==> src/hw/rtl/ffl_pkg.sv <==
// Shared types and constants of the free-region allocator.
package ffl_pkg;

   typedef enum logic [2:0] {
      ST_INIT,
      ST_IDLE,
      ST_SCAN,
      ST_SHDN,
      ST_SHUP
   } state_type;

   localparam logic        KIND_ALLOC = 1'b0;
   localparam logic        KIND_FREE  = 1'b1;

   localparam logic [1:0]  STAT_OK    = 2'd0;
   localparam logic [1:0]  STAT_NOFIT = 2'd1;
   localparam logic [1:0]  STAT_FULL  = 2'd2;

   localparam logic [31:0] END_REGION_LENGTH = 32'hFFFF_FFFF;

endpackage

==> src/hw/rtl/ffl_ram.sv <==
// Generic single-write, single-read RAM with registered read data.
module ffl_ram #(
   parameter int WIDTH = 64,
   parameter int DEPTH = 64
) (
   input  logic                     clock,
   input  logic                     wr_en,
   input  logic [$clog2(DEPTH)-1:0] wr_addr,
   input  logic [WIDTH-1:0]         wr_data,
   input  logic                     rd_en,
   input  logic [$clog2(DEPTH)-1:0] rd_addr,
   output logic [WIDTH-1:0]         rd_data
);

   logic [WIDTH-1:0] mem [DEPTH];

   always_ff @(posedge clock) begin
      if (wr_en) begin
         mem[wr_addr] <= wr_data;
      end
      if (rd_en) begin
         rd_data <= mem[rd_addr];
      end
   end

endmodule

==> src/hw/rtl/exact_then_first_fit_free_list.sv <==
// Free-region allocator (exact fit, then first fit) over a RAM-held region list.
//
// Requests: req_kind, req_region_size and req_region_offset are taken at a
// rising edge with start high and busy low. Allocate (kind 0) takes the
// first region of equal length and closes the gap, else splits the first
// longer region. Free (kind 1) inserts the region at the list front.
// Results: rsp_valid strobes for one cycle with rsp_alloc_offset,
// rsp_status, rsp_exact_match and rsp_region_count; the receiver cannot stall,
// busy drops in the strobe cycle so a new request may follow at once.
// Steps from accept to strobe, N regions held (N <= FREE_SLOTS):
//   allocate, exact hit at index k : scan all N, then shift the entries above k down
//   allocate, split or no fit      : scan all N
//   free                           : shift all N up, then write entry 0
//   free with full list            : STAT_FULL, strobe right after the accept edge
// The list RAM has one read and one write port, so the scan and the shifts
// move one entry per cycle.
// After a synchronous reset, the INIT state writes the end-of-space region into
// entry 0; busy is high while it does.
module exact_then_first_fit_free_list #(
   parameter int FREE_SLOTS = 64
) (
   input  logic        clock,
   input  logic        reset,
   input  logic        start,
   output logic        busy,
   input  logic        req_kind,
   input  logic [31:0] req_region_size,
   input  logic [31:0] req_region_offset,
   output logic        rsp_valid,
   output logic [31:0] rsp_alloc_offset,
   output logic [1:0]  rsp_status,
   output logic        rsp_exact_match,
   output logic [6:0]  rsp_region_count
);

   localparam int IDX_W   = $clog2(FREE_SLOTS);
   localparam int CNT_W   = $clog2(FREE_SLOTS + 1);
   localparam int ENTRY_W = 64;
   localparam logic [CNT_W-1:0] FULL_CNT = CNT_W'(FREE_SLOTS);

   ffl_pkg::state_type state_ff, state_in;

   logic [CNT_W-1:0]   cnt_ff, cnt_in;
   logic [CNT_W-1:0]   ptr_ff, ptr_in;
   logic               pend_ff, pend_in;
   logic [IDX_W-1:0]   pidx_ff, pidx_in;

   logic               ex_found_ff, ex_found_in;
   logic [IDX_W-1:0]   ex_idx_ff, ex_idx_in;
   logic [31:0]        ex_off_ff, ex_off_in;
   logic               gt_found_ff, gt_found_in;
   logic [IDX_W-1:0]   gt_idx_ff, gt_idx_in;
   logic [31:0]        gt_off_ff, gt_off_in;
   logic [31:0]        gt_len_ff, gt_len_in;

   logic [31:0]        size_ff;
   logic [31:0]        off_ff;

   logic               rsp_valid_ff;
   logic [31:0]        rsp_off_ff;
   logic [1:0]         rsp_status_ff;
   logic               rsp_exact_ff;
   logic [6:0]         rsp_count_ff;

   logic               take;
   logic               fin;
   logic [31:0]        fin_off;
   logic [1:0]         fin_status;
   logic               fin_exact;

   logic               wr_en;
   logic [IDX_W-1:0]   wr_addr;
   logic [ENTRY_W-1:0] wr_data;
   logic               rd_en;
   logic [IDX_W-1:0]   rd_addr;
   logic [ENTRY_W-1:0] rd_data;
   logic [31:0]        rd_off;
   logic [31:0]        rd_len;
   logic               walk_done;

   assign rd_off    = rd_data[63:32];
   assign rd_len    = rd_data[31:0];
   assign walk_done = !pend_ff && ((state_ff == ffl_pkg::ST_SHUP) ? (ptr_ff == '0)
                                                                   : (ptr_ff == cnt_ff));

   ffl_ram #(
      .WIDTH (ENTRY_W),
      .DEPTH (FREE_SLOTS)
   ) u_list (
      .clock   (clock),
      .wr_en   (wr_en),
      .wr_addr (wr_addr),
      .wr_data (wr_data),
      .rd_en   (rd_en),
      .rd_addr (rd_addr),
      .rd_data (rd_data)
   );

   always_comb begin
      state_in = state_ff;
      case (state_ff)
         ffl_pkg::ST_INIT: begin
            state_in = ffl_pkg::ST_IDLE;
         end
         ffl_pkg::ST_IDLE: begin
            if (start) begin
               if (req_kind == ffl_pkg::KIND_ALLOC) begin
                  state_in = ffl_pkg::ST_SCAN;
               end else if (cnt_ff != FULL_CNT) begin
                  state_in = ffl_pkg::ST_SHUP;
               end
            end
         end
         ffl_pkg::ST_SCAN: begin
            if (walk_done) begin
               state_in = ex_found_ff ? ffl_pkg::ST_SHDN : ffl_pkg::ST_IDLE;
            end
         end
         ffl_pkg::ST_SHDN, ffl_pkg::ST_SHUP: begin
            if (walk_done) begin
               state_in = ffl_pkg::ST_IDLE;
            end
         end
         default: begin
            state_in = ffl_pkg::ST_INIT;
         end
      endcase
   end

   always_comb begin
      take        = 1'b0;
      fin         = 1'b0;
      fin_off     = '0;
      fin_status  = ffl_pkg::STAT_OK;
      fin_exact   = 1'b0;
      wr_en       = 1'b0;
      wr_addr     = '0;
      wr_data     = '0;
      rd_en       = 1'b0;
      rd_addr     = '0;
      cnt_in      = cnt_ff;
      ptr_in      = ptr_ff;
      pend_in     = 1'b0;
      pidx_in     = pidx_ff;
      ex_found_in = ex_found_ff;
      ex_idx_in   = ex_idx_ff;
      ex_off_in   = ex_off_ff;
      gt_found_in = gt_found_ff;
      gt_idx_in   = gt_idx_ff;
      gt_off_in   = gt_off_ff;
      gt_len_in   = gt_len_ff;
      case (state_ff)
         ffl_pkg::ST_INIT: begin
            wr_en   = 1'b1;
            wr_addr = '0;
            wr_data = {32'd0, ffl_pkg::END_REGION_LENGTH};
         end
         ffl_pkg::ST_IDLE: begin
            if (start) begin
               take = 1'b1;
               if (req_kind == ffl_pkg::KIND_ALLOC) begin
                  ptr_in      = '0;
                  ex_found_in = 1'b0;
                  gt_found_in = 1'b0;
               end else if (cnt_ff == FULL_CNT) begin
                  fin        = 1'b1;
                  fin_status = ffl_pkg::STAT_FULL;
               end else begin
                  ptr_in = cnt_ff;
               end
            end
         end
         ffl_pkg::ST_SCAN: begin
            if (ptr_ff < cnt_ff) begin
               rd_en   = 1'b1;
               rd_addr = ptr_ff[IDX_W-1:0];
               pidx_in = ptr_ff[IDX_W-1:0];
               ptr_in  = ptr_ff + 1'b1;
               pend_in = 1'b1;
            end
            if (pend_ff) begin
               if (!ex_found_ff && rd_len == size_ff) begin
                  ex_found_in = 1'b1;
                  ex_idx_in   = pidx_ff;
                  ex_off_in   = rd_off;
               end
               if (!gt_found_ff && rd_len > size_ff) begin
                  gt_found_in = 1'b1;
                  gt_idx_in   = pidx_ff;
                  gt_off_in   = rd_off;
                  gt_len_in   = rd_len;
               end
            end
            if (walk_done) begin
               if (ex_found_ff) begin
                  ptr_in = CNT_W'(ex_idx_ff) + 1'b1;
               end else if (gt_found_ff) begin
                  wr_en   = 1'b1;
                  wr_addr = gt_idx_ff;
                  wr_data = {gt_off_ff + size_ff, gt_len_ff - size_ff};
                  fin     = 1'b1;
                  fin_off = gt_off_ff;
               end else begin
                  fin        = 1'b1;
                  fin_status = ffl_pkg::STAT_NOFIT;
               end
            end
         end
         ffl_pkg::ST_SHDN: begin
            if (ptr_ff < cnt_ff) begin
               rd_en   = 1'b1;
               rd_addr = ptr_ff[IDX_W-1:0];
               pidx_in = ptr_ff[IDX_W-1:0];
               ptr_in  = ptr_ff + 1'b1;
               pend_in = 1'b1;
            end
            if (pend_ff) begin
               wr_en   = 1'b1;
               wr_addr = pidx_ff - 1'b1;
               wr_data = rd_data;
            end
            if (walk_done) begin
               cnt_in    = cnt_ff - 1'b1;
               fin       = 1'b1;
               fin_off   = ex_off_ff;
               fin_exact = 1'b1;
            end
         end
         ffl_pkg::ST_SHUP: begin
            if (ptr_ff != '0) begin
               rd_en   = 1'b1;
               rd_addr = IDX_W'(ptr_ff - 1'b1);
               pidx_in = IDX_W'(ptr_ff - 1'b1);
               ptr_in  = ptr_ff - 1'b1;
               pend_in = 1'b1;
            end
            if (pend_ff) begin
               wr_en   = 1'b1;
               wr_addr = pidx_ff + 1'b1;
               wr_data = rd_data;
            end
            if (walk_done) begin
               wr_en   = 1'b1;
               wr_addr = '0;
               wr_data = {off_ff, size_ff};
               cnt_in  = cnt_ff + 1'b1;
               fin     = 1'b1;
            end
         end
         default: begin
         end
      endcase
   end

   always_ff @(posedge clock) begin
      if (reset) begin
         state_ff     <= ffl_pkg::ST_INIT;
         cnt_ff       <= CNT_W'(1);
         pend_ff      <= 1'b0;
         rsp_valid_ff <= 1'b0;
      end else begin
         state_ff     <= state_in;
         cnt_ff       <= cnt_in;
         pend_ff      <= pend_in;
         rsp_valid_ff <= fin;
      end
   end

   always_ff @(posedge clock) begin
      ptr_ff      <= ptr_in;
      pidx_ff     <= pidx_in;
      ex_found_ff <= ex_found_in;
      ex_idx_ff   <= ex_idx_in;
      ex_off_ff   <= ex_off_in;
      gt_found_ff <= gt_found_in;
      gt_idx_ff   <= gt_idx_in;
      gt_off_ff   <= gt_off_in;
      gt_len_ff   <= gt_len_in;
      if (take) begin
         size_ff <= req_region_size;
         off_ff  <= req_region_offset;
      end
      if (fin) begin
         rsp_off_ff    <= fin_off;
         rsp_status_ff <= fin_status;
         rsp_exact_ff  <= fin_exact;
         rsp_count_ff  <= 7'(cnt_in);
      end
   end

   assign busy             = (state_ff != ffl_pkg::ST_IDLE);
   assign rsp_valid        = rsp_valid_ff;
   assign rsp_alloc_offset = rsp_off_ff;
   assign rsp_status       = rsp_status_ff;
   assign rsp_exact_match  = rsp_exact_ff;
   assign rsp_region_count = rsp_count_ff;

endmodule

==> config.mk <==
export PLATFORM = sky130hd
export DESIGN_NAME = exact_then_first_fit_free_list
export DESIGN_NICKNAME = d
export VERILOG_FILES = /design/src/hw/rtl/ffl_pkg.sv /design/src/hw/rtl/ffl_ram.sv /design/src/hw/rtl/exact_then_first_fit_free_list.sv
export SDC_FILE = /design/constraint.sdc
export NUM_CORES = 2
export LEC_CHECK = 0
export BUFFER_PORTS_ARGS = -buffer_cell sky130_fd_sc_hd__buf_2
export CAP_MARGIN = 0
export CORE_MARGIN = 1
export CORE_UTILIZATION = 45
export CTS_CLUSTER_DIAMETER = 150
export CTS_CLUSTER_SIZE = 40
export DETAILED_ROUTE_END_ITERATION = 8
export GPL_TIMING_DRIVEN = 0
export SLEW_MARGIN = 30
export SYNTH_ARGS = -nofsm -noshare
export SYNTH_HDL_FRONTEND = slang
export SYNTH_HIERARCHICAL = 1
export SYNTH_SLANG_ARGS = --single-unit
==> constraint.sdc <==
create_clock -name clock -period 19.55 [get_ports clock]
set_input_delay 1.955 -clock clock [delete_from_list [all_inputs] [get_ports clock]]
set_output_delay 1.955 -clock clock [all_outputs]
set_load 0.01 [all_outputs]
==> results.txt <==
status: complete, no violations
Max Root-Sink Buffers: 4
Tot GR Track Use: 25.4%
via count: 87100
PD cells: 108 nW/µm²
WP buf/inv: 10
Worst setup SP type: register
design area: 194000 µm²
cts-stage hold buffer count: 0
Mapped Cells: 8073
Leakage: 0.0581 µW
worst hold path type: reg -> reg
Peak VDD IR: 0.0963 mV
Iter 0 DRT Violations: 12000
Pre-antenna DRT Iters: 8
DIE AREA: 384000 µm²
relative slew slack: 25.5%
GRT overflow: 0
Core Area: 379000 µm²
ys async rst share: 0%
H-Tree Level Count: 3
Clock Skews: 0.0854 ns
xor/xnor share of the synthesized area: 0.362%
area of the multi-input gates: 38300 µm²
DIE WIDTH: 620 µm
synthesized flop and latch total: 4401
cell count after placement: 13700
min Tclk post-route: 7.18 ns
cts bufs inserted: 124
Fin Setup TNS: 0 ns
Vias/cell: 6.31
WL final: 491000 µm
synth cell count leaders: edfxtp_1 (4389), mux4_2 (1024), nand2_1 (273), nand3_1 (215), clkbuf_1 (196)
routability congestion estimate: 0.908
ranking of synthesized cells by area: edfxtp_1 (77%), mux4_2 (13%), mux2i_1 (0.89%)
Rows: 226
first-pass GRT wire length: 679000 µm
RSZ-0062 raised after global routing: no
largest net degree at the start of global routing: 65
hold slack: 0.492 ns
Worst path max stage delay: 0.57 ns
initial antenna violation count: 37
port bufs: 111
Clk Latency, worst-skew pair: 1.02 ns
CP delay by family, top: simple AND/OR/NAND/NOR gates
Remaining DRCs: 0
average size of a mapped cell: 21.3 µm²
cell area after synthesis: 172000 µm²
sinks on the clock net: 4401
share of the synthesized area in the top cell type: 76.8%
detailed placer's ending HPWL: 359000 µm
period utilisation layout: 36.7%
Slew @ Worst Pin: 1.11 ns
Compound-Gate Fraction of Synth Area: 3.24%
Die Y: 620 µm
Arr. time, crit path: 7.92 ns
CP dominant cell by count: buf_16
Routed Antenna Nets: 0
root buf cell: clkbuf_16
Max stage delay cell, worst path: or3b_2
CP required: 20.28 ns
ys flop type: edfxtp_1
Ys Warns: 6
# setup viols final: 0
fill count: 29400
I/O pin total: 112
post-synth top area cell: edfxtp_1
clk slew on worst S/H paths: 0.16 ns
number of synthesized flops with an enable pin: 4389
share of cells above drive strength 1: 24.7%
critical path type: reg -> reg
sequential element share of the synthesized area: 76.9%
Starting Density: 45.3%
Post-DP Area: 191000 µm²
Slew Limit Fails: 0
CTS tree: done
worst-path cell chain: inv_1 > ha_1 > nor3b_2 > nand2_1 > nor2_1 > o21bai_2 > nor4_1 > and2_1 > buf_2 > buf_6 > buf_4 > nand2_1 > o211ai_1 > clkbuf_1 > or3b_2 > or2_2 > clkbuf_1 > nor2_4 > buf_16 > buf_16 > buf_16 > buf_16
number of global-route vias before repair: 85900
Setup Fix Bufs, Post-CTS: 0
nets@finish: 8961
max-cap viol count: 0
adder-cell area share of the yosys netlist: 0.840%
register area: 132000 µm²
synth unique cells: 90
Simple-Gate Fraction of Synth Area: 2.81%
Resized Gates After CTS: 0
Net Count, Synth: 8255
Final Hold Vio Count: 0
CP Max Fanout: 16
main combinational cell family by area after synthesis: multiplexers
count leader, synth: edfxtp_1
mux cell area share after synthesis: 14.3%
fin cells: 13800
Wirelength per Cell: 35.5 µm
FMAX: 0.139 GHz
Worst Setup End Kind: register
P&R area growth vs syn: 13.1%
[flip-flops by register name, summed over array words and instances (netlist names)]
| signal | cells |
|---|---|
| rsp_status | 2 |
| cnt_ff | 7 |
| ex_idx_ff | 6 |
| rsp_alloc_offset | 32 |
| state_ff | 3 |
| size_ff | 32 |
| pidx_ff | 6 |
| rsp_region_count | 7 |
| gt_len_ff | 32 |
| rsp_exact_match | 1 |
| off_ff | 32 |
| gt_found_ff | 1 |
| gt_idx_ff | 6 |
| ptr_ff | 7 |
| ex_found_ff | 1 |
| ex_off_ff | 32 |
| rsp_valid | 1 |
| u_list/mem | 4096 |
| pend_ff | 1 |
| u_list/rd_data | 64 |
| gt_off_ff | 32 |
[worst register-to-register path, stage by stage (launching register included)]
cell and delay, ns:
edfxtp_1 0.52, inv_1 0.21, ha_1 0.31, nor3b_2 0.46
nand2_1 0.20, nor2_1 0.20, o21bai_2 0.15, nor4_1 0.46
and2_1 0.21, buf_2 0.16, buf_6 0.21, buf_4 0.25
nand2_1 0.08, o211ai_1 0.42, clkbuf_1 0.43, or3b_2 0.58
or2_2 0.32, clkbuf_1 0.38, nor2_4 0.53, buf_16 0.24
buf_16 0.19, buf_16 0.22, buf_16 0.19
[stage by stage]
step                util [%]  setup slack, ns  total power, µW
global route            51.2            12.26            21400
finish                  51.2            12.37            20900
CTS                     51.2            12.55            20900
detailed placement      50.3            12.53            17200
global placement        47.1             3.39            16700
floorplan                  -            11.73            14300
[metal layers]
metal	track usage, %	vias to the layer above	routed length [µm]
met3	4.30	556	44300
met5	0	-	32
met2	41.8	4146	238000
met1	35.1	47400	192000
li1	-	35100	-
met4	7.19	4	16200
[layout make-up]
class,count,area share [%]
flip-flops and latches,4401,68.0
multi-input cells,3160,19.8
repair buffers,580,5.95
well taps,5016,3.23
clock buffers,137,1.65
plain buffers,445,1.18
inverters,67,0.133
clock inverters,6,0.0387
diodes,5,0.00645
[cell families (layout without fill, tap and decap cells)]
kind of cell	after synthesis	after routing
DFF	4401	4401
muxes	1177	1177
and+or+nand+nor	990	990
AOI/OAI and AO/OA	808	808
buffers and inverters	512	1235
adders and majority gates	114	114
xor gates and xnor gates	71	71
other	0	5
[layout by cell type, fill, tap and decap left out, types with 59 or more instances in the layout]
master     count
nor2_4        63
mux4_2      1024
nor2_1       120
mux2i_1      153
or3_1         59
clkbuf_1     185
buf_4         78
buf_16       336
a22oi_1      160
nand3_1      214
clkbuf_16    126
inv_1         63
nand2_1      270
a21oi_1       81
buf_2        278
ha_1         112
nand4_1       98
edfxtp_1    4389
o22ai_1       82
[power breakdown]
group	switching (µW)	internal, µW
sequential	120	11400
combinational	3760	1760
clock	2640	1180
[worst paths after layout]
check        slack, ns                          from                           end  depth (start not counted)
max              12.37           ptr_ff[0]$_DFFE_PP_  u_list/mem[58][42]$_DFFE_PP_                         22
min               0.49  u_list/rd_data[55]$_DFFE_PP_       ex_off_ff[23]$_DFFE_PP_                          0
max reg2reg      12.37           ptr_ff[0]$_DFFE_PP_  u_list/mem[58][42]$_DFFE_PP_                         22
min reg2reg       0.49  u_list/rd_data[55]$_DFFE_PP_       ex_off_ff[23]$_DFFE_PP_                          0
(Power assumes the default switching activity.)
